File: src/hdl/bds_pkg.sv
// ----------------------------------------------------------------------------
// bds_pkg
// shared constants, register codes and control types of the 2x2 box
// downsampler
// ----------------------------------------------------------------------------
`timescale 1ns / 1ps

package bds_pkg;

  // default build limits
  localparam int MaxWidth    = 2048;
  localparam int MaxHeight   = 2048;
  localparam int ChannelBits = 16;

  // fixed field and register widths
  localparam int FieldW  = 16;
  localparam int SizeW   = 12;
  localparam int ApbDataW = 32;
  localparam int ApbAddrW = 3;

  localparam logic [SizeW-1:0] SizeReset = 12'd2048;

  // register index, taken from paddr[2]
  typedef enum logic {
    REG_FRAME_WIDTH  = 1'b0,
    REG_FRAME_HEIGHT = 1'b1
  } reg_idx_e;

  // what the raster position means for the item being taken
  typedef struct packed {
    logic pair_first;  // even column: starts a horizontal pair
    logic store;       // odd column of an even row: pair sum goes to the line store
    logic emit;        // odd column of an odd row: block completes
    logic last;        // bottom-right pixel of the frame
  } pos_t;

endpackage

File: src/hdl/bds_raster_ctrl.sv
// ----------------------------------------------------------------------------
// bds_raster_ctrl
// column and row counters of the input raster, decodes what each item does
// ----------------------------------------------------------------------------
`timescale 1ns / 1ps

module bds_raster_ctrl #(
  parameter int ADDR_W = 10
) (
  input  logic                       clk_i,
  input  logic                       rst_ni,
  input  logic                       adv_i,
  input  logic [bds_pkg::SizeW-1:0]  frame_w_i,
  input  logic [bds_pkg::SizeW-1:0]  frame_h_i,
  output bds_pkg::pos_t              pos_o,
  output logic [ADDR_W-1:0]          slot_o
);

  localparam int SW = bds_pkg::SizeW;

  logic [SW-1:0] col_q, col_d;
  logic [SW-1:0] row_q, row_d;
  logic [SW-1:0] col_inc, row_inc;
  logic          col_wrap, row_wrap;

  assign col_inc  = SW'(col_q + 1'b1);
  assign row_inc  = SW'(row_q + 1'b1);
  assign col_wrap = (col_inc >= frame_w_i);
  assign row_wrap = (row_inc >= frame_h_i);

  always_comb begin
    col_d = col_q;
    row_d = row_q;
    if (adv_i) begin
      if (col_wrap) begin
        col_d = '0;
        row_d = row_wrap ? '0 : row_inc;
      end else begin
        col_d = col_inc;
        // height shrank below the current row
        if (row_q >= frame_h_i) row_d = '0;
      end
    end
  end

  always_ff @(posedge clk_i or negedge rst_ni) begin
    if (!rst_ni) begin
      col_q <= '0;
      row_q <= '0;
    end else begin
      col_q <= col_d;
      row_q <= row_d;
    end
  end

  assign pos_o.pair_first = ~col_q[0];
  assign pos_o.store      = col_q[0] & ~row_q[0];
  assign pos_o.emit       = col_q[0] & row_q[0];
  assign pos_o.last       = col_wrap & row_wrap;
  assign slot_o           = ADDR_W'(col_q >> 1);

endmodule

File: config.mk
export PLATFORM = sky130hd
export DESIGN_NAME = bds_raster_ctrl
export DESIGN_NICKNAME = d
export VERILOG_FILES = /design/src/hdl/bds_pkg.sv /design/src/hdl/bds_raster_ctrl.sv
export SDC_FILE = /design/constraint.sdc
export NUM_CORES = 1
export LEC_CHECK = 0
export BUFFER_PORTS_ARGS = -buffer_cell sky130_fd_sc_hd__buf_4
export CORE_UTILIZATION = 45
export CTS_CLUSTER_DIAMETER = 120
export CTS_CLUSTER_SIZE = 24
export DETAILED_ROUTE_END_ITERATION = 8
export GPL_TIMING_DRIVEN = 0
export PLACE_DENSITY = 0.67
export SLEW_MARGIN = 20
export SYNTH_ARGS = -nofsm -noshare
export SYNTH_HDL_FRONTEND = slang
export SYNTH_SLANG_ARGS = --single-unit
File: constraint.sdc
create_clock -name clk_i -period 3.6 [get_ports clk_i]
set_input_delay 0.18 -clock clk_i [delete_from_list [all_inputs] [get_ports clk_i]]
set_output_delay 0.18 -clock clk_i [all_outputs]
set_load 0.005 [all_outputs]
Word level (Yosys, flattened, before mapping). Cells that the tools add are included.

Register bits: 24. Input port bits: 27. Output and inout port bits: 14. Logic and storage cells: 18.

Add/subtract/negate cells: 2. Magnitude comparators: 3. Mux-type cells: 4. Bitwise logic cells: 5. Reductions and logical operators: 2.

Operators with widths (count): $mux W12 (4); $ge A12 B12 Y1 (3); $add A12 B1 Y12 const B (2); $and A1 B1 Y1 (3); $not A1 Y1 (2); $reduce_and A2 Y1 (1); $reduce_bool A2 Y1 (1).

Longest topological paths before layout.
Word-level depth: 4. Gate-level depth with buffers: 13. Depth with buffers taken out: 12.

Worst setup path after synthesis. Ideal clock, no wire load.

Kind: register -> register. From: register col_q[0]. To: register row_q[0]. Setup time: 0.080 ns. Data arrival time: 2.691 ns. Required time: 3.520 ns. Setup slack: 0.830 ns. Stages on the path, launching flop included: 14. Path buffers: 1. Period minus slack after synthesis: 2.770 ns. Path through: dfrtp_1 -> ha_1 -> nand3_1 -> nor2_1 -> nand4_1 -> xnor2_1 -> ha_1 -> nand4_1 -> nor2_1 -> or3_1 -> a221o_1 -> o21a_1 -> buf_6 -> o22ai_2.

Longest elaborated chain between the ends: 4. Elaborated cells on any way between the ends: 5. Classes of those cells: add/sub (1); order compare (1); mux (1); reduce/logical (2).

Ends and longest elaborated chain: start: declaration (line bds_raster_ctrl.sv:21) `logic [SW-1:0] col_q, col_d;`; start signal: assignment (line bds_raster_ctrl.sv:51) `col_q <= col_d;`; $add A12 B1 Y12 (*) (line bds_raster_ctrl.sv:26) `assign col_inc = SW'(col_q + 1'b1);`; $ge A12 B12 Y1 (*) (line bds_raster_ctrl.sv:28) `assign col_wrap = (col_inc >= frame_w_i);`; $reduce_bool A2 Y1 (no line); $reduce_and A2 Y1 (no line); end signal: assignment (line bds_raster_ctrl.sv:52) `row_q <= row_d;`; end: declaration (line bds_raster_ctrl.sv:22) `logic [SW-1:0] row_q, row_d;`.

Every way passes the cells marked *; elsewhere a longest branch is shown, timed or not. A chain may end at the register's enable or synchronous reset.

==> flow_summary.toml <==
[drt]
drt-initial-drc-count = 71
totalWireLength_um = 4570
drt_pass1_iterations = 4
wl_per_cell_um = 12.3
ant_nets = 0
drc = 0
viasPerCell = 5.12
vias = 1896

[critical_path]
crit_buf_inv = 2
worst_path_max_delay_cell = "a221o_2"
worst-path-stages = 12
cp_top_family = "simple AND/OR/NAND/NOR gates"
reg2reg_depth = 13
criticalPathCategory = "reg -> out"
cp_slowest_stage_delay_ns = 0.45
path_max_fanout = 16
start_kind = "register"
endpoint_kind = "output port"
worstPathRequired_ns = 3.42
cp_common_cell = "and3_1"
path_cells = "and3_1 > nand3_1 > inv_1 > and3_1 > xor2_1 > ha_1 > nand4_1 > nor2_1 > or3_1 > a221o_2 > nor2b_1 > buf_4"
cp.arrival_ns = 3.20

[sta]
worst_clock_skew_ns = 0.00527
setup_viol = 0
hold_violations = 0
relSlewSlack_pct = 67.0
period_minus_slack_ns = 3.38
slew_violations = 0
finalSetupTns_ns = 0
setup_ws_ns = 0.216
max_freq_ghz = 0.296
min_period_over_period_pct = 94.0
rsz0062_at_grt = "false"
tightest_slew_ns = 0.495

[clocking]
cts_tree = "yes"
cts_made_buffers = 3
cts_root_buf = "clkbuf_8"
clockBufferDepth = 2
cts_max_level = 1
cts_setup_buffers = 0
clock_latency_ns = 0.26
cts.sinks = 24
clkTransAtPathRegs_ns = 0.09

[logic_synthesis]
synth_common_cells = "inv_1 (39), ha_1 (38), dfrtp_1 (24), xnor2_1 (16)"
synth.distinct_cells = 40
netlist.area_leader.share_pct = 26.6
yosys_warnings = 0
synth.yosys.seq_area_share_pct = 26.6
synth-simple-area-share_pct = 15.4
yosys.area.top_type = "dfrtp_1"
synthXorXnorAreaFrac_pct = 7.77
synthMuxAreaShare_pct = 0.444
netlist_area_um2 = 2250
syn_area_per_cell_um2 = 8.71
synthAdderAreaFrac_pct = 21.1
synth-seq-cells = 24
synthArstFlopShare_pct = 100
syn_nets = 324
synth_edf_count = 0
synth_most_common_cell = "inv_1"
synth_flop_cell = "dfrtp_1"
synth_compound_area_share_pct = 17.0
synth_area_leaders = "dfrtp_1 (27%), ha_1 (21%), inv_1 (6.5%)"
syn_inst = 259
synth_top_family_by_area = "adder cells"

[power]
power_density_nw_per_um2 = 445
peakVddDrop_mv = 0.201
power_leakage_nw = 1.47

[final_layout]
antennaDiodeCount = 0
nets = 369
syn_to_final_growth_pct = 20.3
drive_above_1_share_pct = 22.4

[grt]
grt_max_degree = 25
grt_pass1_wl_um = 8100
antenna_found_initial = 0
overflow = 0
grt_pass1_vias = 1822
grt_use_total_pct = 19.3

[floorplanning]
die_h_um = 72.8
rows = 25
core_um2 = 4790
die-area_um2 = 5300
start_util_pct = 47.1
pin_count = 41
fp.dieW_um = 72.8

[worst_hold_path]
whs_path_depth = 3
hold_class = "in -> reg"

[placement]
port_buffers = 40
dp_hpwl_um = 3710
preCtsSetupSlack_ns = 0.229
gp_congestion = 0.815

[run_status]
status = "complete, no violations"

[run]
drv_cap = 0
## worst paths after layout
| kind | startpoint | endpoint | slack, ns |
|---|---|---|---|
| max reg2reg | col_q[0] | col_q[7] | 0.36 |
| min reg2reg | col_q[11] | col_q[11] | 0.53 |
| max | col_q[0] | pos_o[0] | 0.22 |
| max in group asynchronous | rst_ni | row_q[7] | 3.01 |
| min | adv_i | row_q[1] | 0.22 |
| min in group asynchronous | rst_ni | row_q[4] | 0.35 |
## power breakdown
group	internal, mW	leakage, nW	switching (mW)	total, mW
combinational	0.302	1.12	0.291	0.593
clock	0.0975	0.0288	0.0870	0.185
sequential	0.336	0.323	0.0920	0.428
## registers in the layout, indices dropped and copies added (netlist names)
| name | flops |
|---|---|
| col_q | 12 |
| row_q | 12 |
## tightest hold or removal path: stages
cell and delay, ns:
buf_4 0.11, nand4_1 0.10, o21ai_2 0.06
## final cells by class
class,count,area [um^2]
Tap cell,67,83.8
Sequential cell,24,601
Inverter,39,146
Timing Repair Buffer,41,310
Clock buffer,4,55.1
Buffer,17,111
Multi-Input combinational cell,178,1400
Fill cell,467,2070
## cell families after synthesis
family	Yosys count
AO/OA/AOI/OAI	50
XOR/XNOR	20
adder cells (fa/ha/maj)	38
buffers and inverters	57
flip-flops	24
multiplexers	1
AND/OR/NAND/NOR	69
## layout by cell type (no fill, tap or decap), types with 7 or more instances in the layout
| master | count |
|---|---|
| xnor2_1 | 15 |
| nand2_1 | 15 |
| dfrtp_1 | 24 |
| buf_4 | 50 |
| a21oi_1 | 7 |
| a22o_1 | 11 |
| inv_1 | 39 |
| nand4_1 | 15 |
| nand3_1 | 7 |
| nor2_1 | 12 |
| ha_1 | 38 |
## metrics by stage
stage	cell area, um^2	std cells	power (mW)	hold slack [ns]	util (%)
finish	2710	370	1.21	0.221	56.7
global route	2710	370	1.33	0.231	56.7
CTS	2700	370	1.22	0.222	56.4
detailed placement	2640	366	1.03	0.102	55.1
global placement	2640	366	1.01	0.101	55.1
floorplan	2250	259	0.844	-0.116	-
## what timing repair did
item / CTS / global route
hold buffers: 1 / 0
endpoints found under the hold margin: 24 / 0
endpoints found under the setup margin: 1 / 9
resized for setup: 0 / 3
## layer usage
metal / GRT usage [%] / wire, um / up-vias
li1: - / - / 988
met1: 25.8 / 2200 / 873
met5: 0 / 0 / -
met2: 33.5 / 2210 / 33
met3: 1.80 / 132 / 2
met4: 4.58 / 26 / 0
No activity file was read; power rests on OpenSTA's default activity.
