==> config.mk <==
export PLATFORM = sky130hd
export DESIGN_NAME = bds_cfg_regs
export DESIGN_NICKNAME = d
export VERILOG_FILES = /design/src/hdl/bds_pkg.sv /design/src/hdl/bds_cfg_regs.sv
export SDC_FILE = /design/constraint.sdc
export NUM_CORES = 1
export LEC_CHECK = 0
export BUFFER_PORTS_ARGS = -buffer_cell sky130_fd_sc_hd__buf_4
export CELL_PAD_IN_SITES_DETAIL_PLACEMENT = 1
export CELL_PAD_IN_SITES_GLOBAL_PLACEMENT = 1
export CORE_MARGIN = 2
export CORE_UTILIZATION = 34
export CTS_BUF_LIST = sky130_fd_sc_hd__clkbuf_8
export DETAILED_ROUTE_END_ITERATION = 7
export PLACE_DENSITY = 0.95
export SLEW_MARGIN = 20
export SYNTH_ARGS = -nofsm -noshare
export SYNTH_HDL_FRONTEND = slang
export SYNTH_SLANG_ARGS = --single-unit
==> constraint.sdc <==
create_clock -name clk_i -period 1.8 [get_ports clk_i]
set_input_delay 0.27 -clock clk_i [delete_from_list [all_inputs] [get_ports clk_i]]
set_output_delay 0.27 -clock clk_i [all_outputs]
set_load 0.01 [all_outputs]
==> src/hdl/bds_pkg.sv <==
// ----------------------------------------------------------------------------
// bds_pkg
// shared constants, register codes and control types of the 2x2 box
// downsampler
// ----------------------------------------------------------------------------
`timescale 1ns / 1ps

package bds_pkg;

  // default build limits
  localparam int MaxWidth    = 2048;
  localparam int MaxHeight   = 2048;
  localparam int ChannelBits = 16;

  // fixed field and register widths
  localparam int FieldW  = 16;
  localparam int SizeW   = 12;
  localparam int ApbDataW = 32;
  localparam int ApbAddrW = 3;

  localparam logic [SizeW-1:0] SizeReset = 12'd2048;

  // register index, taken from paddr[2]
  typedef enum logic {
    REG_FRAME_WIDTH  = 1'b0,
    REG_FRAME_HEIGHT = 1'b1
  } reg_idx_e;

  // what the raster position means for the item being taken
  typedef struct packed {
    logic pair_first;  // even column: starts a horizontal pair
    logic store;       // odd column of an even row: pair sum goes to the line store
    logic emit;        // odd column of an odd row: block completes
    logic last;        // bottom-right pixel of the frame
  } pos_t;

endpackage

==> src/hdl/bds_cfg_regs.sv <==
// ----------------------------------------------------------------------------
// bds_cfg_regs
// apb register file for frame width and height, gives the effective even
// sizes clamped to the build limits
// ----------------------------------------------------------------------------
`timescale 1ns / 1ps

module bds_cfg_regs #(
  parameter int MAX_WIDTH  = bds_pkg::MaxWidth,
  parameter int MAX_HEIGHT = bds_pkg::MaxHeight
) (
  input  logic                          clk_i,
  input  logic                          rst_ni,
  input  logic                          psel,
  input  logic                          penable,
  input  logic                          pwrite,
  input  logic [bds_pkg::ApbAddrW-1:0]  paddr,
  input  logic [bds_pkg::ApbDataW-1:0]  pwdata,
  output logic [bds_pkg::ApbDataW-1:0]  prdata,
  output logic                          pready,
  output logic [bds_pkg::SizeW-1:0]     frame_w_o,
  output logic [bds_pkg::SizeW-1:0]     frame_h_o
);

  localparam int SW = bds_pkg::SizeW;
  localparam int MaxSize = (1 << SW) - 2;

  // largest even size the effective width and height may take
  localparam int WLimRaw = ((MAX_WIDTH / 2) * 2 == 0) ? 2 : (MAX_WIDTH / 2) * 2;
  localparam int HLimRaw = ((MAX_HEIGHT / 2) * 2 == 0) ? 2 : (MAX_HEIGHT / 2) * 2;
  localparam logic [SW-1:0] WLim = SW'((WLimRaw > MaxSize) ? MaxSize : WLimRaw);
  localparam logic [SW-1:0] HLim = SW'((HLimRaw > MaxSize) ? MaxSize : HLimRaw);

  logic [SW-1:0]          width_q, width_d;
  logic [SW-1:0]          height_q, height_d;
  logic                   wr_en;
  bds_pkg::reg_idx_e      reg_idx;

  function automatic logic [SW-1:0] eff_size(input logic [SW-1:0] r,
                                             input logic [SW-1:0] lim);
    logic [SW-1:0] v;
    v = {r[SW-1:1], 1'b0};
    if (v == '0) v = SW'(2);
    if (v > lim) v = lim;
    return v;
  endfunction

  assign pready  = 1'b1;
  assign wr_en   = psel & penable & pwrite;
  assign reg_idx = bds_pkg::reg_idx_e'(paddr[2]);

  always_comb begin
    width_d  = width_q;
    height_d = height_q;
    if (wr_en) begin
      case (reg_idx)
        bds_pkg::REG_FRAME_WIDTH:  width_d  = pwdata[SW-1:0];
        bds_pkg::REG_FRAME_HEIGHT: height_d = pwdata[SW-1:0];
        default: ;
      endcase
    end
  end

  always_ff @(posedge clk_i or negedge rst_ni) begin
    if (!rst_ni) begin
      width_q  <= bds_pkg::SizeReset;
      height_q <= bds_pkg::SizeReset;
    end else begin
      width_q  <= width_d;
      height_q <= height_d;
    end
  end

  always_comb begin
    case (reg_idx)
      bds_pkg::REG_FRAME_WIDTH:  prdata = bds_pkg::ApbDataW'(width_q);
      bds_pkg::REG_FRAME_HEIGHT: prdata = bds_pkg::ApbDataW'(height_q);
      default:                   prdata = '0;
    endcase
  end

  assign frame_w_o = eff_size(width_q, WLim);
  assign frame_h_o = eff_size(height_q, HLim);

endmodule

### After elaboration in Yosys (flattened, before gate mapping)

Index checks and enable logic that the tools add are counted.

| operators by class | value |
|---|---|
| muxes and demuxes | 5 |
| bitwise gates (word level) | 3 |
| reductions and logical operators | 4 |
| order comparisons | 2 |

Operators by type and width:

| operator | number |
|---|---|
| 32-bit one-hot mux with 2 select lines | 1 |
| 12-bit two-way mux | 4 |
| 12-bit > comparator (second input constant) | 2 |
| 11-bit logical NOT | 2 |
| 2-bit AND reduction | 2 |
| 1-bit bitwise AND | 2 |
| 1-bit inverter | 1 |

| storage, ports and cells | value |
|---|---|
| flip-flop bits (word level) | 24 |
| input bits | 40 |
| logic and storage cells | 16 |
| output and inout port bits | 57 |

### Longest topological paths before layout

Gate-level depths: netlist of run 1.

| logic depth | value |
|---|---|
| depth in word-level cells | 4 |
| gate-level depth with buffers | 3 |
| gate-level depth less buffers | 2 |

### Least setup slack after synthesis of run 1

OpenSTA, ideal clock, no wires.

| path | value |
|---|---|
| path type | reg-to-output |
| start point | reg height_q[11] |
| end point | out prdata[11] (netlist name) |
| buffers on the path | 1 |
| stages on the path, launching flop included | 4 |
| path slack | 524 ps |
| arrival | 1,006 ps |
| data required time | 1,530 ps |
| path through | dfstp_2 -> clkbuf_1 -> nand2_1 -> o21ai_0 |

| on the way | value |
|---|---|
| word-level cells in the longest chain between the ends | 1 |

Ends and longest elaborated chain:

| item | line | text |
|---|---|---|
| start, declared | bds_cfg_regs.sv:35 | `logic [SW-1:0] height_q, height_d;` |
| start signal, assigned | bds_cfg_regs.sv:67 | `height_q <= bds_pkg::SizeReset;` |
| start signal, assigned | bds_cfg_regs.sv:70 | `height_q <= height_d;` |
| 32-bit one-hot mux with 2 select lines | bds_cfg_regs.sv:75 | `case (reg_idx)` |
| end, declared | bds_cfg_regs.sv:19 | `output logic [bds_pkg::ApbDataW-1:0] prdata,` |

No other way between the ends. The select of a mux whose other input is x is not followed.

### Worst setup path after layout of run 1

| path | value |
|---|---|
| start point | reg height_q[11] |
| end point | out frame_h_o[1] (netlist name) |

| on the way | value |
|---|---|
| word-level cells in the longest chain between the ends | 4 |

Ends and longest elaborated chain:

| item | line | text |
|---|---|---|
| 11-bit logical NOT | bds_cfg_regs.sv:43 | `if (v == '0) v = SW'(2);` |
| 12-bit two-way mux (*) | bds_cfg_regs.sv:43 |  |
| 12-bit > comparator | bds_cfg_regs.sv:44 | `if (v > lim) v = lim;` |
| 12-bit two-way mux (*) | bds_cfg_regs.sv:44 |  |
| end, declared | bds_cfg_regs.sv:22 | `output logic [bds_pkg::SizeW-1:0] frame_h_o` |

Every way passes the cells marked *; elsewhere a longest branch is shown, timed or not.

==> results.json, run 1 <==
{
  "status": "finished clean",
  "drt_drc_violations_left": 0,
  "cts.clk_slew.worst_paths_ns": 0.09,
  "wl_per_cell_um": 15.4,
  "num_rows": 23,
  "worst-setup-path-type": "reg2out",
  "slew_violations": 0,
  "worstReg2RegStart": "height_q[11]",
  "die-width_um": 69.8,
  "endpoint_kind": "primary output",
  "synthesis.area_um2": 1470,
  "die_y_um": 69.8,
  "critical_path.max_fanout": 8,
  "grt_util_all_layers_pct": 14.5,
  "cts_num_sinks": 24,
  "synth_cell_types": 18,
  "synth_top_cell_area_share_pct": 37.4,
  "grt_max_degree": 25,
  "power_switching_uw": 634,
  "critPathMaxStageDelay_ns": 0.64,
  "synthCells": 123,
  "fin_skew_ns": 0,
  "initial_core_util_pct": 36.0,
  "synth_top_family_by_area": "multiplexers",
  "overflow": 0,
  "grt_pass1_vias": 1055,
  "via_per_inst": 4.58,
  "dpl.cell_count": 217,
  "fin_util_pct": 46.8,
  "ir_worst_vdd_mv": 0.524,
  "fillers": 443,
  "yosys_warnings": 0,
  "critPathRequiredTime_ns": 1.53,
  "gp_congestion": 0.744,
  "mostFrequentLayoutCells": "buf_4 (57), mux2_2 (25), conb_1 (23)",
  "core-area_um2": 4090,
  "yosys.area.top_type": "dfrtp_1",
  "synthAdderAreaFrac_pct": 0,
  "final_antenna_net_count": 0,
  "portBuffers": 51,
  "multiInputGateArea_um2": 728,
  "drt-met1-wl_um": 1520,
  "internal_power_mw": 1.45,
  "p_clk_share_pct": 22.3,
  "vias": 1036,
  "cp-start-kind": "flip-flop",
  "switching_share_pct": 30.4,
  "dieArea_um2": 4870,
  "worst_path_max_delay_cell": "dfstp_2",
  "ys_ff_latch": 24,
  "share_seq_of_total_power_pct": 38.5,
  "crit_path_cell_trace": "nor4_1 -> a32o_1 -> buf_4",
  "cp-startpoint": "height_q[11]",
  "dp_hpwl_um": 2600,
  "top_layer": "met4",
  "finalSetupViolCount": 0,
  "htreeDepth": 1,
  "hold_class": "in2reg",
  "grt_pass1_wl_um": 5550,
  "synth-simple-area-share_pct": 12.6,
  "p_leak_nw": 0.970,
  "period_needed_ns": 1.66,
  "initialDrtViolationCount": 44,
  "synth_xor_area_share_pct": 0,
  "clk_latency_ns": 0.26,
  "nets": 217,
  "wl_met3_um": 192,
  "finalWirelength_um": 3470,
  "tns_ns": 0,
  "final_common_cell": "buf_4",
  "async_flop_share_pct": 100,
  "hp-start": "pwdata[9]",
  "cellPowerDensity_nw_per_um2": 1090,
  "firstDrtPassIters": 2,
  "synth-seq-area-share_pct": 41.0,
  "ctsLongestPathBuffers": 2,
  "synth_area_per_cell_um2": 12.0,
  "synth_edf_count": 0,
  "ys_top_cells_by_area": "dfrtp_1 (37%), mux2_2 (19%), buf_4 (12%), mux2_4 (10%), nor2b_1 (7.7%)",
  "grt_setup_unrepaired": "no",
  "worstPathArrival_ns": 1.39,
  "holdWs_ns": 0.239,
  "worst_slack_ns": 0.139,
  "hold_viol": 0,
  "syn_to_final_growth_pct": 29.8,
  "cts_tree": "done",
  "synth.area.mux_share_pct": 29.3,
  "fin_crit_sh_pct": 92.3,
  "ff_latch_area_um2": 603,
  "synth_compound_area_share_pct": 1.70,
  "synth-main-ff-cell": "dfrtp_1",
  "met2RoutedLength_um": 1740,
  "power_frac_comb_pct": 39.2,
  "tritoncts.num_buffers": 3,
  "dp_slack_ns": 0.363,
  "cap_violations": 0,
  "cts_resized": 0,
  "antenna_found_initial": 0,
  "cts-root-buf": "clkbuf_8",
  "num_antenna_cells": 0,
  "final_cells": 226,
  "drive_gt1_share_pct": 56.8,
  "ios": 97,
  "fmax_mhz": 602
}
final timing paths:
kind                           endpoint  slack, ns  cells after the start
max                        frame_h_o[1]       0.14                      3
min                         height_q[9]       0.24                      2
max reg2reg                height_q[11]       0.78                      2
min reg2reg                  width_q[0]       0.51                      1
max in group asynchronous  height_q[11]       1.07                      2
min in group asynchronous   height_q[8]       0.45                      2
registers in the layout, summed over array words and instances, names as in the netlist:
register  count
height_q     12
width_q      12
cell type report:
type                    count  area share, %
well taps                  50           3.27
multi-input cells          88           38.1
flip-flops and latches     24           31.6
clock inverters             1           1.57
clock buffers               3           2.16
repair buffers             58           22.9
inverters                   2          0.393
through the flow:
step | power, mW | cell area (um2)
after floorplan | 1.24 | 1550
after CTS | 2.09 | 1880
after global routing | 2.22 | 1910
final | 2.09 | 1910
after global placement | 1.58 | 1800
after detailed placement | 1.61 | 1800
power by group through the flow:
stage | logic (mW) | registers [mW] | clock network (mW)
global placement | 0.768 | 0.809 | 0
CTS | 0.793 | 0.810 | 0.483
detailed placement | 0.788 | 0.822 | 0
finish | 0.818 | 0.803 | 0.465
global route | 0.890 | 0.824 | 0.505
floorplan | 0.489 | 0.749 | 0
kinds of logic (layout without fill, tap and decap cells):
group	count (synthesis)	count (layout)
muxes	35	35
buffers and inverters	32	64
other	2	23
and+or+nand+nor	27	27
AOI/OAI and AO/OA	3	3
DFF	24	24
cells in the mapped netlist, drive strengths merged, types with 2 or more instances:
cell type and instances:
clkbuf 4, nor4 4, dfstp 2, conb 2, inv 2, nor2 2
dfrtp 22, buf 26, a32o 2, nor2b 18, mux2 35
timing repair:
item | 4_1_cts | 5_1_grt
endpoints found under the hold margin | 22 | 0
endpoints found under the setup margin | 0 | 2
buffers inserted | 0 | 4
hold buffers | 1 | 0
per-layer routing:
| metal | track usage, % | vias up |
|---|---|---|
| met5 | 0 | - |
| met4 | 3.21 | 0 |
| met3 | 3.20 | 2 |
| met2 | 24.6 | 43 |
| met1 | 18.8 | 515 |
| li1 | - | 476 |
worst max-delay path: cells and delay by family, from the launching register on:
kind / cells / cell delay, ns
AND/OR/NAND/NOR: 1 / 0.08
flip-flops: 1 / 0.64
buffers and inverters: 1 / 0.14
AO/OA/AOI/OAI: 1 / 0.26
(Power assumes the default switching activity.)
==> run 2: changes to the inputs <==
--- a/config.mk
+++ b/config.mk
@@ -13,6 +13,7 @@
 export CTS_BUF_LIST = sky130_fd_sc_hd__clkbuf_8
 export DETAILED_ROUTE_END_ITERATION = 7
 export PLACE_DENSITY = 0.95
+export REMOVE_ABC_BUFFERS = 1
 export SLEW_MARGIN = 20
 export SYNTH_ARGS = -nofsm -noshare
 export SYNTH_HDL_FRONTEND = slang
==> run 2 against run 1 <==
Global-route usage shrank 1.0 points. Clock-buffer cell count did not move. Sequential cell count stayed put. Setup slack lost 0.034 ns. Sequential power about the same. Worst hold slack better by 0.0075 ns. Critical endpoint is now frame_w_o[1]. Via count down 1.9%. Total power shrank 8.9%. Wire length is 2.7% lower. Combinational power is 3.4% lower. Cell count shrank 1.8%. Clock skew did not move.
==> results.json, run 2 (same netlist as run 1, synthesis figures left out) <==
{
  "cts_resized": 0,
  "cts_tree": "done",
  "reg2reg_depth": 2,
  "gp_congestion": 0.757,
  "antenna_found_initial": 0,
  "hp-start": "pwdata[4]",
  "syn_to_final_growth_pct": 26.3,
  "holdPathEnd": "height_q[4]",
  "p_clk_share_pct": 16.3,
  "finalSetupViolCount": 0,
  "fmax_mhz": 590,
  "worst_slack_ns": 0.104,
  "internal_power_mw": 1.29,
  "firstDrtPassIters": 2,
  "cts_num_sinks": 24,
  "cts-root-buf": "clkbuf_8",
  "cts.clk_slew.worst_paths_ns": 0.08,
  "mostFrequentLayoutCells": "buf_4 (54), mux2_2 (25), conb_1 (23)",
  "initial_core_util_pct": 36.0,
  "die-width_um": 69.8,
  "wl_per_cell_um": 15.2,
  "critPathRequiredTime_ns": 1.53,
  "fin_crit_sh_pct": 94.2,
  "multiInputGateArea_um2": 728,
  "slew_violations": 0,
  "drt_drc_violations_left": 0,
  "grt_setup_unrepaired": "no",
  "cap_violations": 0,
  "worstPathArrival_ns": 1.43,
  "initialDrtViolationCount": 27,
  "cellPowerDensity_nw_per_um2": 1020,
  "p_leak_nw": 0.941,
  "period_needed_ns": 1.70,
  "vias": 1016,
  "grt_pass1_wl_um": 5200,
  "drive_gt1_share_pct": 55.8,
  "via_per_inst": 4.58,
  "die_y_um": 69.8,
  "share_seq_of_total_power_pct": 42.2,
  "tns_ns": 0,
  "final_common_cell": "buf_4",
  "dieArea_um2": 4870,
  "finalWirelength_um": 3380,
  "num_antenna_cells": 0,
  "portBuffers": 51,
  "hold_class": "in2reg",
  "clk_latency_ns": 0.25,
  "ir_worst_vdd_mv": 0.480,
  "critical_path.max_fanout": 4,
  "endpoint_kind": "primary output",
  "grt_util_all_layers_pct": 13.4,
  "fillers": 468,
  "worstReg2RegStart": "width_q[11]",
  "htreeDepth": 1,
  "hold_viol": 0,
  "ctsLongestPathBuffers": 2,
  "num_rows": 23,
  "dp_hpwl_um": 2610,
  "cp-start-kind": "flip-flop",
  "tritoncts.num_buffers": 3,
  "cts_hold_buf": 1,
  "power_switching_uw": 613,
  "worst-setup-path-type": "reg2out",
  "fin_skew_ns": 0,
  "dp_slack_ns": 0.389,
  "grt_max_degree": 25,
  "grt_pass1_vias": 1020,
  "core-area_um2": 4090,
  "r2r_slack_ns": 0.78,
  "power_frac_comb_pct": 41.6,
  "status": "finished clean",
  "min_path_cells": 2,
  "overflow": 0,
  "biggestRegsByFlops": "height_q: 12 flops, width_q: 12 flops",
  "nets": 214,
  "final_antenna_net_count": 0,
  "post_cts_buffers": 0,
  "switching_share_pct": 32.3,
  "reg2reg_to": "width_q[11]",
  "ff_latch_area_um2": 603,
  "ios": 97
}
==> run 2: cell types whose count changed in the layout (fill, tap and decap cells not counted) <==
cell,before,now
buf_4,57,54
bufinv_16,1,0
==> run 2: worst max-delay path by stage <==
stage | startpoint | slack, ns | end | cells past startpoint
after detailed placement | height_q[11] | 0.39 | frame_h_o[1] | 3
final | width_q[7] | 0.10 | frame_w_o[1] | 3
after CTS | height_q[11] | 0.10 | frame_h_o[1] | 3
after global placement | height_q[11] | 0.41 | frame_h_o[1] | 3
after floorplan | height_q[11] | 0.54 | frame_h_o[1] | 2
after global routing | height_q[5] | 0.03 | frame_h_o[1] | 3
==> run 2: critical path, cell delays in order, from the launching register on <==
cell and delay, ns:
dfrtp_1 0.41, nor4_1 0.40, a32o_1 0.23, buf_4 0.12
==> run 2: final cells by class <==
class                      instances  share of cell area, %
timing repair buffer              55                   22.4
tap                               50                   3.37
clock buffer                       3                   2.22
sequential                        24                   32.5
inverter                           2                  0.404
multi-input combinational         88                   39.2
==> run 2: power groups by stage <==
stage / clock [mW] / sequential [mW] / combinational (mW)
2_1_floorplan: 0 / 0.774 / 0.412
3_3_place_gp: 0 / 0.803 / 0.781
3_5_place_dp: 0 / 0.813 / 0.799
4_1_cts: 0.318 / 0.804 / 0.804
5_1_grt: 0.340 / 0.825 / 0.847
6_report: 0.309 / 0.801 / 0.790
==> run 2: layer usage <==
layer  global-route usage (%)  vias up  wire, um
met5                        0        -         0
met4                     2.56        0        11
met3                     2.76        2       215
met2                     23.8       41      1750
met1                     16.9      506      1400
li1                         -      467         -
==> run 2: metrics by stage <==
stage	power, mW	util [%]	hold slack [ns]	std cells	area [um2]
finish	1.90	45.5	0.246	222	1860
global placement	1.58	44.2	0.181	218	1810
CTS	1.93	45.5	0.242	222	1860
global route	2.01	45.5	0.241	222	1860
floorplan	1.19	-	-0.0256	114	1340
detailed placement	1.61	44.2	0.185	218	1810
==> run 3: changes to the inputs <==
--- a/config.mk
+++ b/config.mk
@@ -5,7 +5,7 @@
 export SDC_FILE = /design/constraint.sdc
 export NUM_CORES = 1
 export LEC_CHECK = 0
-export BUFFER_PORTS_ARGS = -buffer_cell sky130_fd_sc_hd__buf_4
+export BUFFER_PORTS_ARGS = -buffer_cell sky130_fd_sc_hd__buf_2
 export CELL_PAD_IN_SITES_DETAIL_PLACEMENT = 1
 export CELL_PAD_IN_SITES_GLOBAL_PLACEMENT = 1
 export CORE_MARGIN = 2
==> run 3 against run 2 <==
Clock power is 18% higher. Global-route usage is 0.17 points higher. Clock skew stayed put. Via count is 0.69% higher. Register-to-register slack hardly changed. Sequential power hardly changed. Non-clock buffer count stayed put. Critical path depth stayed put. Cell count is 0.45% higher. Critical path type unchanged. Largest cell class unchanged.
==> results.json, run 3 (same netlist as run 1, synthesis figures left out) <==
{
  "grt_util_all_layers_pct": 13.6,
  "final_antenna_net_count": 0,
  "r2r_slack_ns": 0.78,
  "worst_slack_ns": 0.109,
  "wl_met3_um": 220,
  "via_per_inst": 4.59,
  "firstDrtPassIters": 2,
  "finalWirelength_um": 3370,
  "die_y_um": 69.8,
  "status": "finished clean",
  "period_needed_ns": 1.69,
  "ctsLongestPathBuffers": 2,
  "top_layer": "met4",
  "endpoint_kind": "primary output",
  "internal_power_mw": 1.23,
  "cts.clk_slew.worst_paths_ns": 0.08,
  "tritoncts.num_buffers": 3,
  "cts_resized": 0,
  "drt-met1-wl_um": 1450,
  "num_rows": 23,
  "relSlewSlack_pct": 63.5,
  "initialDrtViolationCount": 47,
  "reg2reg_depth": 2,
  "overflow": 0,
  "min_path_cells": 2,
  "ir_worst_vdd_mv": 0.516,
  "worstReg2RegStart": "height_q[11]",
  "portBuffers": 51,
  "tns_ns": 0,
  "grt_setup_unrepaired": "no",
  "mostFrequentLayoutCells": "buf_2 (51), mux2_2 (25), conb_1 (23)",
  "nets": 214,
  "vias": 1023,
  "worst-setup-path-type": "reg2out",
  "grt_pass1_vias": 994,
  "cts_hold_buf": 1,
  "slew_violations": 0,
  "fin_crit_sh_pct": 93.9,
  "p_clk_share_pct": 19.8,
  "dpl.cell_count": 218,
  "share_seq_of_total_power_pct": 43.2,
  "num_antenna_cells": 0,
  "final_cells": 223,
  "cellPowerDensity_nw_per_um2": 1060,
  "initial_core_util_pct": 36.0,
  "worstPathArrival_ns": 1.42,
  "post_cts_buffers": 0,
  "dp_hpwl_um": 2550,
  "switching_share_pct": 33.3,
  "ios": 97,
  "biggestRegsByFlops": "height_q: 12 flops, width_q: 12 flops",
  "dp_slack_ns": 0.369,
  "critPathRequiredTime_ns": 1.53,
  "fin_skew_ns": 0,
  "cts-root-buf": "clkbuf_8",
  "grt_pass1_wl_um": 5100,
  "critical_path.max_fanout": 10,
  "htreeDepth": 1,
  "cts_num_sinks": 24,
  "cts_tree": "done",
  "drt_drc_violations_left": 0,
  "power_frac_comb_pct": 37.0,
  "p_leak_nw": 0.916,
  "cp-start-kind": "flip-flop",
  "holdWs_ns": 0.240,
  "met2RoutedLength_um": 1650,
  "final_common_cell": "buf_2",
  "power_switching_uw": 614,
  "cap_violations": 0,
  "drive_gt1_share_pct": 56.1,
  "hold_viol": 0,
  "fmax_mhz": 592,
  "gp_congestion": 0.745,
  "core-area_um2": 4090,
  "dieArea_um2": 4870,
  "antenna_found_initial": 0,
  "worstMarginPinSlew_ns": 0.548,
  "reg2reg_to": "height_q[11]",
  "grt_max_degree": 25,
  "clk_latency_ns": 0.26,
  "syn_to_final_growth_pct": 18.5,
  "hold_class": "in2reg",
  "wl_per_cell_um": 15.1,
  "finalSetupViolCount": 0,
  "holdPathEnd": "height_q[2]",
  "hp-start": "pwdata[2]",
  "die-width_um": 69.8
}
==> run 3: changes by cell type in the layout (fill, tap and decap cells not counted) <==
| cell | previous run | this run |
|---|---|---|
| buf_2 | 0 | 51 |
| buf_4 | 54 | 3 |
| clkbuf_8 | 3 | 4 |
==> run 3: metrics by stage <==
stage          power [mW]  utilization (%)  cell area [um2]
2_1_floorplan        1.19                -             1340
3_3_place_gp         1.47             41.1             1680
3_5_place_dp         1.50             41.1             1680
4_1_cts              1.87             42.7             1740
5_1_grt              1.95             42.7             1740
6_report             1.84             42.7             1740
==> run 3: power groups by stage <==
| stage | registers (mW) | clock network [mW] | logic [mW] |
|---|---|---|---|
| finish | 0.798 | 0.365 | 0.682 |
| global route | 0.821 | 0.391 | 0.737 |
| CTS | 0.799 | 0.379 | 0.693 |
| detailed placement | 0.810 | 0 | 0.688 |
| global placement | 0.800 | 0 | 0.671 |
| floorplan | 0.774 | 0 | 0.412 |
==> run 3: critical path, stage by stage, from the launching register on <==
cell and delay, ns:
dfstp_2 0.67, nor4_1 0.09, a32o_1 0.26, buf_2 0.14
==> run 3: area by class of cell <==
type / count / area (um2)
sequential: 24 / 603
tap: 50 / 62.6
timing repair buffer: 55 / 288
fill: 484 / 2340
clock buffer: 4 / 55.1
multi-input combinational: 88 / 728
inverter: 2 / 7.51
==> run 3: metal layers <==
metal | track usage [%] | vias to the layer above
li1 | - | 471
met1 | 17.3 | 504
met2 | 22.0 | 44
met3 | 3.63 | 4
met4 | 5.13 | 0
met5 | 0 | -
==> run 3: worst max path at each step <==
| stage | slack (ns) | to | cells after the start | startpoint |
|---|---|---|---|---|
| floorplan | 0.54 | frame_h_o[1] | 2 | height_q[11] |
| global placement | 0.38 | width_q[5] | 3 | paddr[2] |
| detailed placement | 0.37 | width_q[4] | 3 | paddr[2] |
| CTS | 0.09 | frame_h_o[1] | 3 | height_q[2] |
| global route | 0.06 | frame_h_o[1] | 3 | height_q[2] |
| finish | 0.11 | frame_w_o[1] | 3 | width_q[11] |
